`src/bloom_filter_double_hash_core_macros.svh`:
```
// Assertion helpers shared by the modules of the bloom filter core.
// Each module that uses them has signals named clk and rst_n.
`ifndef BLOOM_FILTER_DOUBLE_HASH_CORE_MACROS_SVH
`define BLOOM_FILTER_DOUBLE_HASH_CORE_MACROS_SVH

// Same-cycle implication, disabled while reset is asserted.
`define BFDH_ASSERT_IMP(lbl, ante, cons) \
    lbl: assert property (@(posedge clk) disable iff (!rst_n) (ante) |-> (cons)) \
        else $error("bfdh assertion failed");

// Next-cycle implication, disabled while reset is asserted.
`define BFDH_ASSERT_NXT(lbl, ante, cons) \
    lbl: assert property (@(posedge clk) disable iff (!rst_n) (ante) |=> (cons)) \
        else $error("bfdh assertion failed");

`endif

```
`src/bfdh_pkg.sv`:
```
package bfdh_pkg;

    localparam int MAX_BITS      = 65536;
    localparam int MAX_HASHES    = 16;
    localparam int MAX_KEY_BYTES = 65535;

    localparam logic [31:0] HASH_SEED = 32'hdeadbeef;
    localparam logic [31:0] MUR_C1    = 32'hcc9e2d51;
    localparam logic [31:0] MUR_C2    = 32'h1b873593;
    localparam logic [31:0] MUR_N     = 32'he6546b64;
    localparam logic [31:0] MUR_F1    = 32'h85ebca6b;
    localparam logic [31:0] MUR_F2    = 32'hc2b2ae35;

    // Fixed field widths of the ports.
    localparam int CFG_BITS_W = 17;
    localparam int CFG_HASH_W = 5;
    localparam int COUNT_W    = 17;

    // Derived widths.
    localparam int POS_W    = $clog2(MAX_BITS);
    localparam int SIZE_W   = POS_W + 1;
    localparam int HC_W     = $clog2(MAX_HASHES) + 1;
    localparam int KL_W     = $clog2(MAX_KEY_BYTES + 1);
    localparam int WC_W     = KL_W - 1;
    localparam int KW_DEPTH = (MAX_KEY_BYTES + 3) / 4;
    localparam int KW_AW    = $clog2(KW_DEPTH);
    localparam int BM_DEPTH = MAX_BITS / 32;
    localparam int BM_AW    = $clog2(BM_DEPTH);

    typedef enum logic [1:0] {
        OPC_INSERT   = 2'd0,
        OPC_CHECK    = 2'd1,
        OPC_CLEAR    = 2'd2,
        OPC_RESERVED = 2'd3
    } opcode_e;

    typedef enum logic [0:0] {
        REG_BITMAP_BITS = 1'b0,
        REG_HASH_COUNT  = 1'b1
    } cfg_reg_e;

    typedef enum logic [4:0] {
        DP_NOP,
        DP_BYTE,
        DP_CLR_START,
        DP_CLR,
        DP_HINIT,
        DP_RD,
        DP_WORD,
        DP_K2,
        DP_H,
        DP_MIX,
        DP_FIN,
        DP_DIV1,
        DP_WAIT1,
        DP_DIV2,
        DP_WAIT2,
        DP_PINIT,
        DP_PRD,
        DP_PCHK,
        DP_RESULT
    } dp_op_e;

    typedef enum logic [1:0] {
        RES_CLEAR,
        RES_ERROR,
        RES_PLAIN,
        RES_PROBE
    } res_kind_e;

    typedef enum logic [4:0] {
        ST_RST_CLR,
        ST_IDLE,
        ST_CLR,
        ST_HINIT,
        ST_RD,
        ST_WORD,
        ST_K2,
        ST_H,
        ST_MIX,
        ST_FIN,
        ST_DIV1,
        ST_DIV1W,
        ST_DIV2,
        ST_DIV2W,
        ST_PINIT,
        ST_PRD,
        ST_PCHK,
        ST_RES
    } ctrl_state_e;

    typedef struct packed {
        dp_op_e    op;
        res_kind_e res;
    } dp_cmd_t;

    typedef struct packed {
        logic single_hash;
        logic mix_due;
        logic last_word;
        logic mix_last;
        logic fin_last;
        logic div_done;
        logic probe_last;
        logic clr_last;
        logic out_free;
    } dp_status_t;

    function automatic logic [31:0] rol32(input logic [31:0] x, input logic [4:0] r);
        return (x << r) | (x >> (6'd32 - {1'b0, r}));
    endfunction

endpackage

```
`src/bfdh_ctrl.sv`:
```
module bfdh_ctrl (
    input  logic                 clk,
    input  logic                 rst_n,
    input  logic                 in_valid,
    input  logic [1:0]           opcode,
    input  logic                 last_byte,
    output logic                 in_stall,
    input  bfdh_pkg::dp_status_t st,
    output bfdh_pkg::dp_cmd_t    cmd
);
    import bfdh_pkg::*;

    ctrl_state_e state_reg, state_next;
    res_kind_e   res_reg, res_next;

    always_comb
    begin
        state_next = state_reg;
        res_next   = res_reg;
        unique case (state_reg)
            ST_RST_CLR:
            begin
                if (st.clr_last)
                begin
                    state_next = ST_IDLE;
                end
            end
            ST_IDLE:
            begin
                if (in_valid)
                begin
                    if (opcode == OPC_CLEAR)
                    begin
                        state_next = ST_CLR;
                    end
                    else if (last_byte)
                    begin
                        case (opcode) inside
                            OPC_INSERT, OPC_CHECK:
                            begin
                                if ((opcode == OPC_INSERT) && st.single_hash)
                                begin
                                    res_next   = RES_ERROR;
                                    state_next = ST_RES;
                                end
                                else
                                begin
                                    state_next = ST_HINIT;
                                end
                            end
                            default:
                            begin
                                res_next   = RES_PLAIN;
                                state_next = ST_RES;
                            end
                        endcase
                    end
                end
            end
            ST_CLR:
            begin
                if (st.clr_last)
                begin
                    res_next   = RES_CLEAR;
                    state_next = ST_RES;
                end
            end
            ST_HINIT: state_next = ST_RD;
            ST_RD:    state_next = ST_WORD;
            ST_WORD:  state_next = ST_K2;
            ST_K2:    state_next = ST_H;
            ST_H:
            begin
                if (st.mix_due)
                begin
                    state_next = ST_MIX;
                end
                else if (st.last_word)
                begin
                    state_next = ST_FIN;
                end
                else
                begin
                    state_next = ST_RD;
                end
            end
            ST_MIX:
            begin
                if (st.mix_last)
                begin
                    state_next = ST_RD;
                end
            end
            ST_FIN:
            begin
                if (st.fin_last)
                begin
                    state_next = ST_DIV1;
                end
            end
            ST_DIV1: state_next = ST_DIV1W;
            ST_DIV1W:
            begin
                if (st.div_done)
                begin
                    state_next = ST_DIV2;
                end
            end
            ST_DIV2: state_next = ST_DIV2W;
            ST_DIV2W:
            begin
                if (st.div_done)
                begin
                    state_next = ST_PINIT;
                end
            end
            ST_PINIT: state_next = ST_PRD;
            ST_PRD:   state_next = ST_PCHK;
            ST_PCHK:
            begin
                if (st.probe_last)
                begin
                    res_next   = RES_PROBE;
                    state_next = ST_RES;
                end
                else
                begin
                    state_next = ST_PRD;
                end
            end
            ST_RES:
            begin
                if (st.out_free)
                begin
                    state_next = ST_IDLE;
                end
            end
            default: state_next = ST_IDLE;
        endcase
    end

    always_comb
    begin
        in_stall = 1'b1;
        cmd.op   = DP_NOP;
        cmd.res  = res_reg;
        unique case (state_reg)
            ST_RST_CLR: cmd.op = DP_CLR;
            ST_IDLE:
            begin
                in_stall = 1'b0;
                if (in_valid)
                begin
                    cmd.op = (opcode == OPC_CLEAR) ? DP_CLR_START : DP_BYTE;
                end
            end
            ST_CLR:   cmd.op = DP_CLR;
            ST_HINIT: cmd.op = DP_HINIT;
            ST_RD:    cmd.op = DP_RD;
            ST_WORD:  cmd.op = DP_WORD;
            ST_K2:    cmd.op = DP_K2;
            ST_H:     cmd.op = DP_H;
            ST_MIX:   cmd.op = DP_MIX;
            ST_FIN:   cmd.op = DP_FIN;
            ST_DIV1:  cmd.op = DP_DIV1;
            ST_DIV1W: cmd.op = DP_WAIT1;
            ST_DIV2:  cmd.op = DP_DIV2;
            ST_DIV2W: cmd.op = DP_WAIT2;
            ST_PINIT: cmd.op = DP_PINIT;
            ST_PRD:   cmd.op = DP_PRD;
            ST_PCHK:  cmd.op = DP_PCHK;
            ST_RES:   cmd.op = st.out_free ? DP_RESULT : DP_NOP;
            default:  cmd.op = DP_NOP;
        endcase
    end

    always_ff @(posedge clk or negedge rst_n)
    begin
        if (!rst_n)
        begin
            state_reg <= ST_RST_CLR;
            res_reg   <= RES_PLAIN;
        end
        else
        begin
            state_reg <= state_next;
            res_reg   <= res_next;
        end
    end

endmodule
```
`config.mk`:
```
export PLATFORM = sky130hd
export DESIGN_NAME = bfdh_ctrl
export DESIGN_NICKNAME = d
export VERILOG_FILES = /design/src/bloom_filter_double_hash_core_macros.svh /design/src/bfdh_pkg.sv /design/src/bfdh_ctrl.sv
export SDC_FILE = /design/constraint.sdc
export NUM_CORES = 1
export LEC_CHECK = 0
export ABC_CLOCK_PERIOD_IN_PS = 2700
export BUFFER_PORTS_ARGS = -buffer_cell sky130_fd_sc_hd__buf_2
export CAP_MARGIN = 15
export CELL_PAD_IN_SITES_DETAIL_PLACEMENT = 0
export CELL_PAD_IN_SITES_GLOBAL_PLACEMENT = 1
export CORE_MARGIN = 2
export CORE_UTILIZATION = 36
export CTS_CLUSTER_SIZE = 25
export DETAILED_ROUTE_END_ITERATION = 10
export GPL_TIMING_DRIVEN = 0
export PLACE_DENSITY_LB_ADDON = 0.1
export REMOVE_ABC_BUFFERS = 1
export SYNTH_ARGS = -nofsm -noshare
export SYNTH_HDL_FRONTEND = slang
export SYNTH_SLANG_ARGS = --single-unit
```
`constraint.sdc`:
```
create_clock -name clk -period 2.7 [get_ports clk]
set_input_delay 0.27 -clock clk [delete_from_list [all_inputs] [get_ports clk]]
set_output_delay 0.27 -clock clk [all_outputs]
set_load 0.05 [all_outputs]
```
== Yosys cells after proc, flatten, opt, wreduce, memory -nomap -nowiden ==
Index checks and enable logic that the tools add are counted.

* Flip-flop bits (word level): 7
* Output and inout bits: 8
* Bits of input ports: 15
* Logic and storage cells: 71

* Eq/ne operators: 32
* Reduce and logical (&&, ||, !) cells: 8
* Muxes and demuxes: 29

{| class="wikitable"
|+ Operators by type and width
! kind !! number
|-
| $pmux W5 S18 || 1
|-
| $pmux W5 S17 || 1
|-
| $mux W5 || 14
|-
| $eq A5 B4 Y1 const B || 8
|-
| $ne A2 B2 Y1 const B || 11
|-
| $eq A5 B3 Y1 const B || 4
|-
| $mux W2 || 9
|-
| $eq A5 B2 Y1 const B || 2
|-
| $eq A5 B5 Y1 const B || 2
|-
| $reduce_and A9 Y1 || 1
|-
| $mux W4 || 2
|-
| $reduce_and A7 Y1 || 1
|-
| $ne A3 B3 Y1 const B || 2
|-
| $pmux W2 S3 || 1
|-
| $eq A5 B1 Y1 const B || 1
|-
| $logic_not A5 Y1 || 1
|-
| $reduce_or A2 Y1 || 2
|-
| $reduce_bool A3 Y1 || 1
|-
| $eq A2 B1 Y1 const B || 1
|-
| $eq A2 B2 Y1 const B || 1
|-
| $logic_not A2 Y1 || 1
|-
| $logic_and A1 B1 Y1 || 1
|-
| $mux W1 || 1
|}

== Longest topological paths before layout ==
Gate-level depths: netlist of run 1.

* Depth after elaboration: 8
* Depth in mapped cells: 7
* Gate-level depth less buffers: 5

== Least setup slack after synthesis of run 1 ==
Ideal clock, no wire load.

* Kind: reg2out
* From: reg state_reg[1]
* To: out cmd[2] in the netlist's numbering
* Stages on the path, launching flop included: 5
* Path slack: 0.317 ns
* Data required time: 2.430 ns
* Arrival time: 2.113 ns
* Buffers on the path: 2
* Cells stage by stage: dfrtp_1 buf_2 buf_1 o31a_1 o21ai_0

{| class="wikitable"
|+ RTL lines
! what !! RTL line !! RTL
|-
| from (decl) || bfdh_ctrl.sv:13 || <nowiki>ctrl_state_e state_reg, state_next;</nowiki>
|-
| from (signal assigned) || bfdh_ctrl.sv:186 || <nowiki>state_reg <= state_next;</nowiki>
|-
| to (decl) || bfdh_ctrl.sv:9 || <nowiki>output bfdh_pkg::dp_cmd_t cmd</nowiki>
|}

==> summary.md, run 1 <==
| Metric | Value |
|---|---|
| Status | finished, final reports clean |
| Longest individual stage delay on the worst path | roughly 800 ps |
| Class of the most critical hold timing path | in2reg |
| Setup TNS Final | 0 ps |
| Count leader, synth | sky130_fd_sc_hd__nand2_1 |
| Reported leakage power | between 0.4 and 0.5 nW |
| Gate count after technology mapping | ~110 |
| Std cell rows | 17 |
| Average cell area after synthesis | 7.284 sq um |
| # setup viols final | 0 |
| Logic depth of the worst register-to-register path | 4 |
| Total length of routed wires | ~2200 um |
| Total congestion overflow | 0 |
| Data required time of the worst path | roughly 2400 ps |
| Sink Count | 7 |
| Power per Cell Area | about 1500 mW/mm^2 |
| DRC violation count after routing | 0 |
| Total number of vias | 897 |
| Top cells by area, synth | sky130_fd_sc_hd__dfrtp_1 (18%), sky130_fd_sc_hd__a21oi_1 (7.4%), sky130_fd_sc_hd__nand2_1 (6.0%), sky130_fd_sc_hd__nor2_1 (5.1%), sky130_fd_sc_hd__dfstp_2 (3.2%) |
| Initial antenna violation count | 0 |
| Part of the Yosys area used for sequential elements | a little over a fifth |
| Unrepaired setup endpoints after global routing | false |
| Highest attainable clock frequency | between 400 and 500 MHz |
| First-pass GRT wire length | between 3000 and 4000 um |
| Cell area after technology mapping | ~820 sq um |
| Number of global-route vias before repair | between 800 and 900 |
| Routability congestion estimate | around 0.74 |
| Die outline area | between 0.002 and 0.003 sq mm |
| Clk slew on worst S/H paths | about 50 ps |
| Final antenna diode count | 0 |
| Drt via density | between 5 and 6 |
| Antenna-violating nets left | 0 |
| Number of buffers created by CTS | 3 |
| Buffers on Ports | 22 |
| Cell-by-cell listing of the critical path | or4b_1 > o32ai_1 > buf_2 |
| Library cells used by synthesis | between 40 and 50 |
| Top cells by count, synth | sky130_fd_sc_hd__nand2_1 (13), sky130_fd_sc_hd__a21oi_1 (12), sky130_fd_sc_hd__nor2_1 (11) |
| Critical register-to-register path endpoint | res_reg[0]$_DFFE_PN0P_ |
| Filler cell count in the final layout | 240 |
| Final Max Tran Viols | 0 |
| Die W | slightly above 50 um |
| #FFs+latches synth | 7 |
| Most used flip-flop cell after synthesis | sky130_fd_sc_hd__dfrtp_1 |
| Peak ir drop on the vdd network | slightly above 800 uV |
| Area growth, synth to finish | 17.64% |
| Number of enable-type register cells in the synthesized netlist | 0 |
| Final critical path time including I/O delays and setup | roughly 2400 ps |
| Final Skew | between 3 and 4 ps |
| Total of warnings raised by yosys | 0 |
| Max-slew headroom at the worst pin | about half |
| Total routing resource utilization after global routing | ~18% |
| Fraction of post-synthesis cell area in the top cell type by area | ~18% |
| Number of buffers between clock root and the deepest sink | 2 |
| Crit-path max FO | 23 |
| Async set or reset register ratio after synthesis | 100.0% |
| Final period util | 88.44% |
| Slack of the worst reg-to-reg path | ~350 ps |
| Crit start category | flop |
| Post-cts gate resize count | 0 |
| Fraction of layout cells with a size suffix above 1 | 25.38% |
| Biggest area consumer among synthesized cells | sky130_fd_sc_hd__dfrtp_1 |
| R2R Path Start | state_reg[4]$_DFFE_PN0P_ |
| Pre-Repair DR Iteration Count | 5 |
| Routed WL per cell | about 14 um |
| Number of nets at the end of the flow | approximately 150 |
| CTS H-tree depth | 1 |
| Largest net degree at the start of global routing | 24 |
| Worst Tran Pin Value | approximately 720 ps |
| Detailed placement HPWL | around 1600 um |
| Source of the critical timing path | state_reg[4]$_DFFE_PN0P_ |
| Cell at the root of the clock tree | sky130_fd_sc_hd__clkbuf_4 |
| Initial standard-cell utilization of the core | between 30% and 40% |
| Clk_lat worst skew | around 250 ps |
| Largest register FFs | 5 |
| Placeable core region | approximately 0.0022 sq mm |
| Worst setup path category | reg2out |
| Die span in y | between 50 and 60 um |
| Number of violations reported at the end of detailed-routing iteration 0 | 12 |
| CTS tree | built |
| Number of hold violations in the final report | 0 |
| Post-layout total power | around 0.0014 W |
| Min-Delay Path Depth | 3 |
| Data arrival at the endpoint of the critical path | between 2000 and 2500 ps |
| Number of post-CTS setup repair buffers | 0 |
| Critical Path End | cmd[6] |
| Slowest cell on crit path | sky130_fd_sc_hd__dfrtp_1 |
| Critical Path End Type | output port |
| Count of boundary I/O pins | 23 |
| Maxcap violations | 0 |
per-layer routing:
metal / vias up / wire, um / track usage (%)
met4: 0 / 0 / 1.316
li1: 448 / - / -
met1: 432 / 1012 / 22.28
met3: 0 / 76 / 3.448
met5: - / 0 / 0
met2: 17 / 1132 / 34.62
placed cells by master, fill, tap and decap left out, types with 2 or more instances in the layout:
cell type / netlist / layout
sky130_fd_sc_hd__nand2b_1: 4 / 4
sky130_fd_sc_hd__mux2_1: 2 / 2
sky130_fd_sc_hd__nor2_1: 11 / 11
sky130_fd_sc_hd__xor2_1: 2 / 2
sky130_fd_sc_hd__buf_2: 4 / 22
sky130_fd_sc_hd__inv_1: 3 / 3
sky130_fd_sc_hd__a31oi_1: 2 / 2
sky130_fd_sc_hd__clkbuf_4: 0 / 3
sky130_fd_sc_hd__a22oi_1: 2 / 2
sky130_fd_sc_hd__nor3_1: 5 / 5
sky130_fd_sc_hd__nand2_1: 13 / 13
sky130_fd_sc_hd__or2_2: 2 / 2
sky130_fd_sc_hd__nor2b_1: 3 / 3
sky130_fd_sc_hd__xnor2_1: 2 / 2
sky130_fd_sc_hd__dfrtp_1: 6 / 6
sky130_fd_sc_hd__o31a_1: 2 / 2
sky130_fd_sc_hd__o22ai_1: 2 / 2
sky130_fd_sc_hd__a211oi_1: 2 / 2
sky130_fd_sc_hd__o32ai_1: 2 / 2
sky130_fd_sc_hd__a22o_1: 2 / 2
sky130_fd_sc_hd__a21oi_1: 12 / 12
sky130_fd_sc_hd__o31ai_1: 2 / 2
sky130_fd_sc_hd__o21ai_0: 3 / 3
metrics by stage:
stage | worst slack, ps | hold WS, ps | area (sq um) | utilization (%) | instances
2_1_floorplan | 205.9 | -25.59 | 777.0 | - | 103
3_3_place_gp | 358.6 | 102.2 | 922.1 | 42.50 | 153
3_5_place_dp | 372.4 | 102.3 | 922.1 | 42.50 | 153
4_1_cts | 322.5 | 353.4 | 959.7 | 44.23 | 158
5_1_grt | 165.1 | 371.7 | 959.7 | 44.23 | 158
6_report | 312.0 | 364.6 | 959.7 | 44.23 | 158
what timing repair did:
| item | in CTS | in global routing |
|---|---|---|
| setup endpoints to repair | 0 | 0 |
| hold buffers | 1 | 0 |
| endpoints found under the hold margin | 6 | 0 |
power by group:
part	switching, W	internal [W]	leakage, nW
registers	0.000202	0.000160	0.0855
clock network	0.0000386	0.0000540	0.0177
logic	0.000610	0.000347	0.299
worst max-delay path: cells and delay by family, from the launching register on:
| kind | cells | cell delay (ps) |
|---|---|---|
| compound gates | 1 | 150 |
| buf+inv | 1 | 300 |
| flops | 1 | 800 |
| simple gates | 1 | 620 |
worst min path at each step:
stage / end / from
finish: state_reg[0]$_DFFE_PN0P_ / st[6]
floorplan: res_reg[0]$_DFFE_PN0P_ / rst_n
global route: state_reg[0]$_DFFE_PN0P_ / st[6]
detailed placement: res_reg[0]$_DFFE_PN0P_ / rst_n
CTS: state_reg[0]$_DFFE_PN0P_ / st[6]
global placement: res_reg[0]$_DFFE_PN0P_ / rst_n
layout make-up:
class | count | area [sq um] | share of cell area, %
Timing Repair Buffer | 23 | 120.1 | 12.52
Clock buffer | 3 | 22.52 | 2.347
Clock inverter | 1 | 5.005 | 0.5215
Inverter | 3 | 11.26 | 1.173
Tap cell | 28 | 35.03 | 3.651
Multi-Input combinational cell | 93 | 589.3 | 61.41
Sequential cell | 7 | 176.4 | 18.38
kinds of logic (layout without fill, tap and decap cells):
kind of cell              after synthesis  in the layout  share of synthesized area [%]
muxes                                   4              4                          5.368
buffers and inverters                  12             30                          6.135
AOI/OAI and AO/OA                      37             37                          31.44
xor gates and xnor gates                4              4                          4.295
and+or+nand+nor                        48             48                          31.14
DFF                                     7              7                          21.63
No activity file was read; power rests on OpenSTA's default activity.
==> run 2: changes to the inputs <==
--- a/config.mk
+++ b/config.mk
@@ -14,9 +14,9 @@
 export CORE_UTILIZATION = 36
 export CTS_CLUSTER_SIZE = 25
 export DETAILED_ROUTE_END_ITERATION = 10
-export GPL_TIMING_DRIVEN = 0
 export PLACE_DENSITY_LB_ADDON = 0.1
 export REMOVE_ABC_BUFFERS = 1
+export SKIP_LAST_GASP = 1
 export SYNTH_ARGS = -nofsm -noshare
 export SYNTH_HDL_FRONTEND = slang
 export SYNTH_SLANG_ARGS = --single-unit
==> run 2 against run 1 <==
Setup slack improved by 180 ps. Critical path depth stayed put. Clock power rose by 6.9%. Via count rose by 0.45%. Count of clock-buffer cells in the layout stayed put. Critical endpoint unchanged. Largest cell class unchanged. Critical path type unchanged.
==> summary.md, run 2 (synthesis gave the netlist of run 1 again) <==
| Metric | Value |
|---|---|
| Drt via density | 5.562 (was 5.677) |
| Number of global-route vias before repair | 781 (was 866) |
| Post-layout total power | 0.001454 W (was 0.001412 W) |
| Final antenna diode count | 0 (unchanged) |
| Routability congestion estimate | 0.7402 (was 0.7370) |
| Sink Count | 7 (unchanged) |
| Area growth, synth to finish | 21.32% (was 17.64%) |
| Routed WL per cell | 13.67 um (was 14.06 um) |
| Number of violations reported at the end of detailed-routing iteration 0 | 21 (was 12) |
| Count of boundary I/O pins | 23 (unchanged) |
| Number of buffers created by CTS | 3 (unchanged) |
| Initial antenna violation count | 0 (unchanged) |
| Pre-Repair DR Iteration Count | 4 (was 5) |
| Final worst slack | 488.8 ps (was 312.0 ps) |
| Peak ir drop on the vdd network | 832.9 uV (was 822.5 uV) |
| DRC violation count after routing | 0 (unchanged) |
| CTS H-tree depth | 1 (unchanged) |
| Total length of routed wires | 2215 um (was 2221 um) |
| Crit-path max FO | 16 (was 23) |
| Placeable core region | 0.002170 sq mm (unchanged) |
| Total number of vias | 901 (was 897) |
| Critical Path End Type | output port (unchanged) |
| Antenna-violating nets left | 0 (unchanged) |
| Slack of the worst reg-to-reg path | 550 ps (was 350 ps) |
| Maxcap violations | 0 (unchanged) |
| Number of buffers between clock root and the deepest sink | 2 (unchanged) |
| # setup viols final | 0 (unchanged) |
| Critical register-to-register path endpoint | res_reg[0]$_DFFE_PN0P_ (unchanged) |
| Crit start category | flop (unchanged) |
| Leading cell types in the layout, fill and taps excluded | sky130_fd_sc_hd__buf_2 (22), sky130_fd_sc_hd__nand2_1 (13), sky130_fd_sc_hd__a21oi_1 (12) (unchanged) |
| Cell at the root of the clock tree | sky130_fd_sc_hd__clkbuf_4 (unchanged) |
| Detailed placement HPWL | 1661 um (was 1613 um) |
| Source of the critical timing path | state_reg[2]$_DFFE_PN0P_ (was state_reg[4]$_DFFE_PN0P_) |
| Most common cell after layout, fill and taps aside | sky130_fd_sc_hd__buf_2 (unchanged) |
| Setup TNS Final | 0 ps (unchanged) |
| Logic depth of the worst register-to-register path | 4 (unchanged) |
| Initial standard-cell utilization of the core | 37.60% (unchanged) |
| Final period util | 81.90% (was 88.44%) |
| Data required time of the worst path | 2430 ps (about the same) |
| Max-slew headroom at the worst pin | 63.13% (was 51.80%) |
| Data arrival at the endpoint of the critical path | 1940 ps (was 2120 ps) |
| Largest net degree at the start of global routing | 23 (was 24) |
| Worst slack, placed | 554.7 ps (was 372.4 ps) |
| Die W | 51.61 um (unchanged) |
| Clk slew on worst S/H paths | 60 ps (was 50 ps) |
| Worst hold margin | 357.3 ps (was 364.6 ps) |
| R2R Path Start | state_reg[2]$_DFFE_PN0P_ (was state_reg[4]$_DFFE_PN0P_) |
| Class of the most critical hold timing path | in2async (was in2reg) |
| Number of nets at the end of the flow | 150 (was 146) |
| Power per Cell Area | 1470 mW/mm^2 (was 1471 mW/mm^2) |
| Final critical path time including I/O delays and setup | 2211 ps (was 2388 ps) |
| Status | finished, final reports clean (unchanged) |
| Reported leakage power | 0.4230 nW (was 0.4027 nW) |
| Total routing resource utilization after global routing | 18.21% (was 18.34%) |
| CTS tree | built (unchanged) |
| Total congestion overflow | 0 (unchanged) |
| Final Max Tran Viols | 0 (unchanged) |
| Buffers on Ports | 22 (unchanged) |
| First-pass GRT wire length | 3574 um (was 3774 um) |
| Highest attainable clock frequency | 452.2 MHz (was 418.8 MHz) |
| Std cell rows | 17 (unchanged) |
| Number of hold violations in the final report | 0 (unchanged) |
| Worst setup path category | reg2out (unchanged) |
| Design area | 989.7 sq um (was 959.7 sq um) |
| Die outline area | 0.002663 sq mm (unchanged) |
| Worst Tran Pin Value | 553.1 ps (was 723.0 ps) |
| Final Skew | 4.420 ps (was 3.197 ps) |
| Unrepaired setup endpoints after global routing | false (unchanged) |
| Clk_lat worst skew | 260 ps (was 250 ps) |
| Largest register FFs | 5 (unchanged) |
| Placed Instance Area | 952.2 sq um (was 922.1 sq um) |
| Fraction of layout cells with a size suffix above 1 | 27.61% (was 25.38%) |
| Die span in y | 51.61 um (unchanged) |
-- run 2: layout make-up --
type,count,area [sq um]
inverters,3,11.26
clock buffers,3,22.52
multi-input cells,93,589.3
clock inverters,1,5.005
repair buffers,27,150.1
well taps,28,35.03
fillers,255,1180
flip-flops and latches,7,176.4
-- run 2: metal layers --
metal	track usage [%]	part of all wire (%)
met1	24.96	46
met2	28.63	48
met3	4.023	4.7
met4	5.263	1.2
met5	0	0
-- run 2: timing repair --
item,4_1_cts,5_1_grt
hold buffers,1,0
resized for setup,0,0
hold endpoints to repair,6,0
setup buffers,0,0
-- run 2: critical path, stage by stage (launching register included) --
cell,delay [ps]
sky130_fd_sc_hd__dfrtp_1,550
sky130_fd_sc_hd__or4b_1,670
sky130_fd_sc_hd__o32ai_1,140
sky130_fd_sc_hd__buf_2,310
-- run 2: power by group --
group / switching (W) / internal (W)
logic: 0.000705 / 0.000379
registers: 0.000109 / 0.000162
clock network: 0.0000446 / 0.0000544
total: 0.000858 / 0.000596
-- run 2: how the worst max path moves through the flow --
stage / slack (ps) / cells past startpoint / endpoint
floorplan: 210 / 3 / cmd[2]
global placement: 590 / 4 / res_reg[0]$_DFFE_PN0P_
detailed placement: 550 / 4 / res_reg[0]$_DFFE_PN0P_
CTS: 470 / 3 / cmd[6]
global route: 350 / 3 / cmd[6]
finish: 490 / 3 / cmd[6]
-- run 2: metrics by stage --
stage | utilization [%] | cells
floorplan | - | 103
global placement | 43.89 | 157
detailed placement | 43.89 | 157
CTS | 45.62 | 162
global route | 45.62 | 162
finish | 45.62 | 162
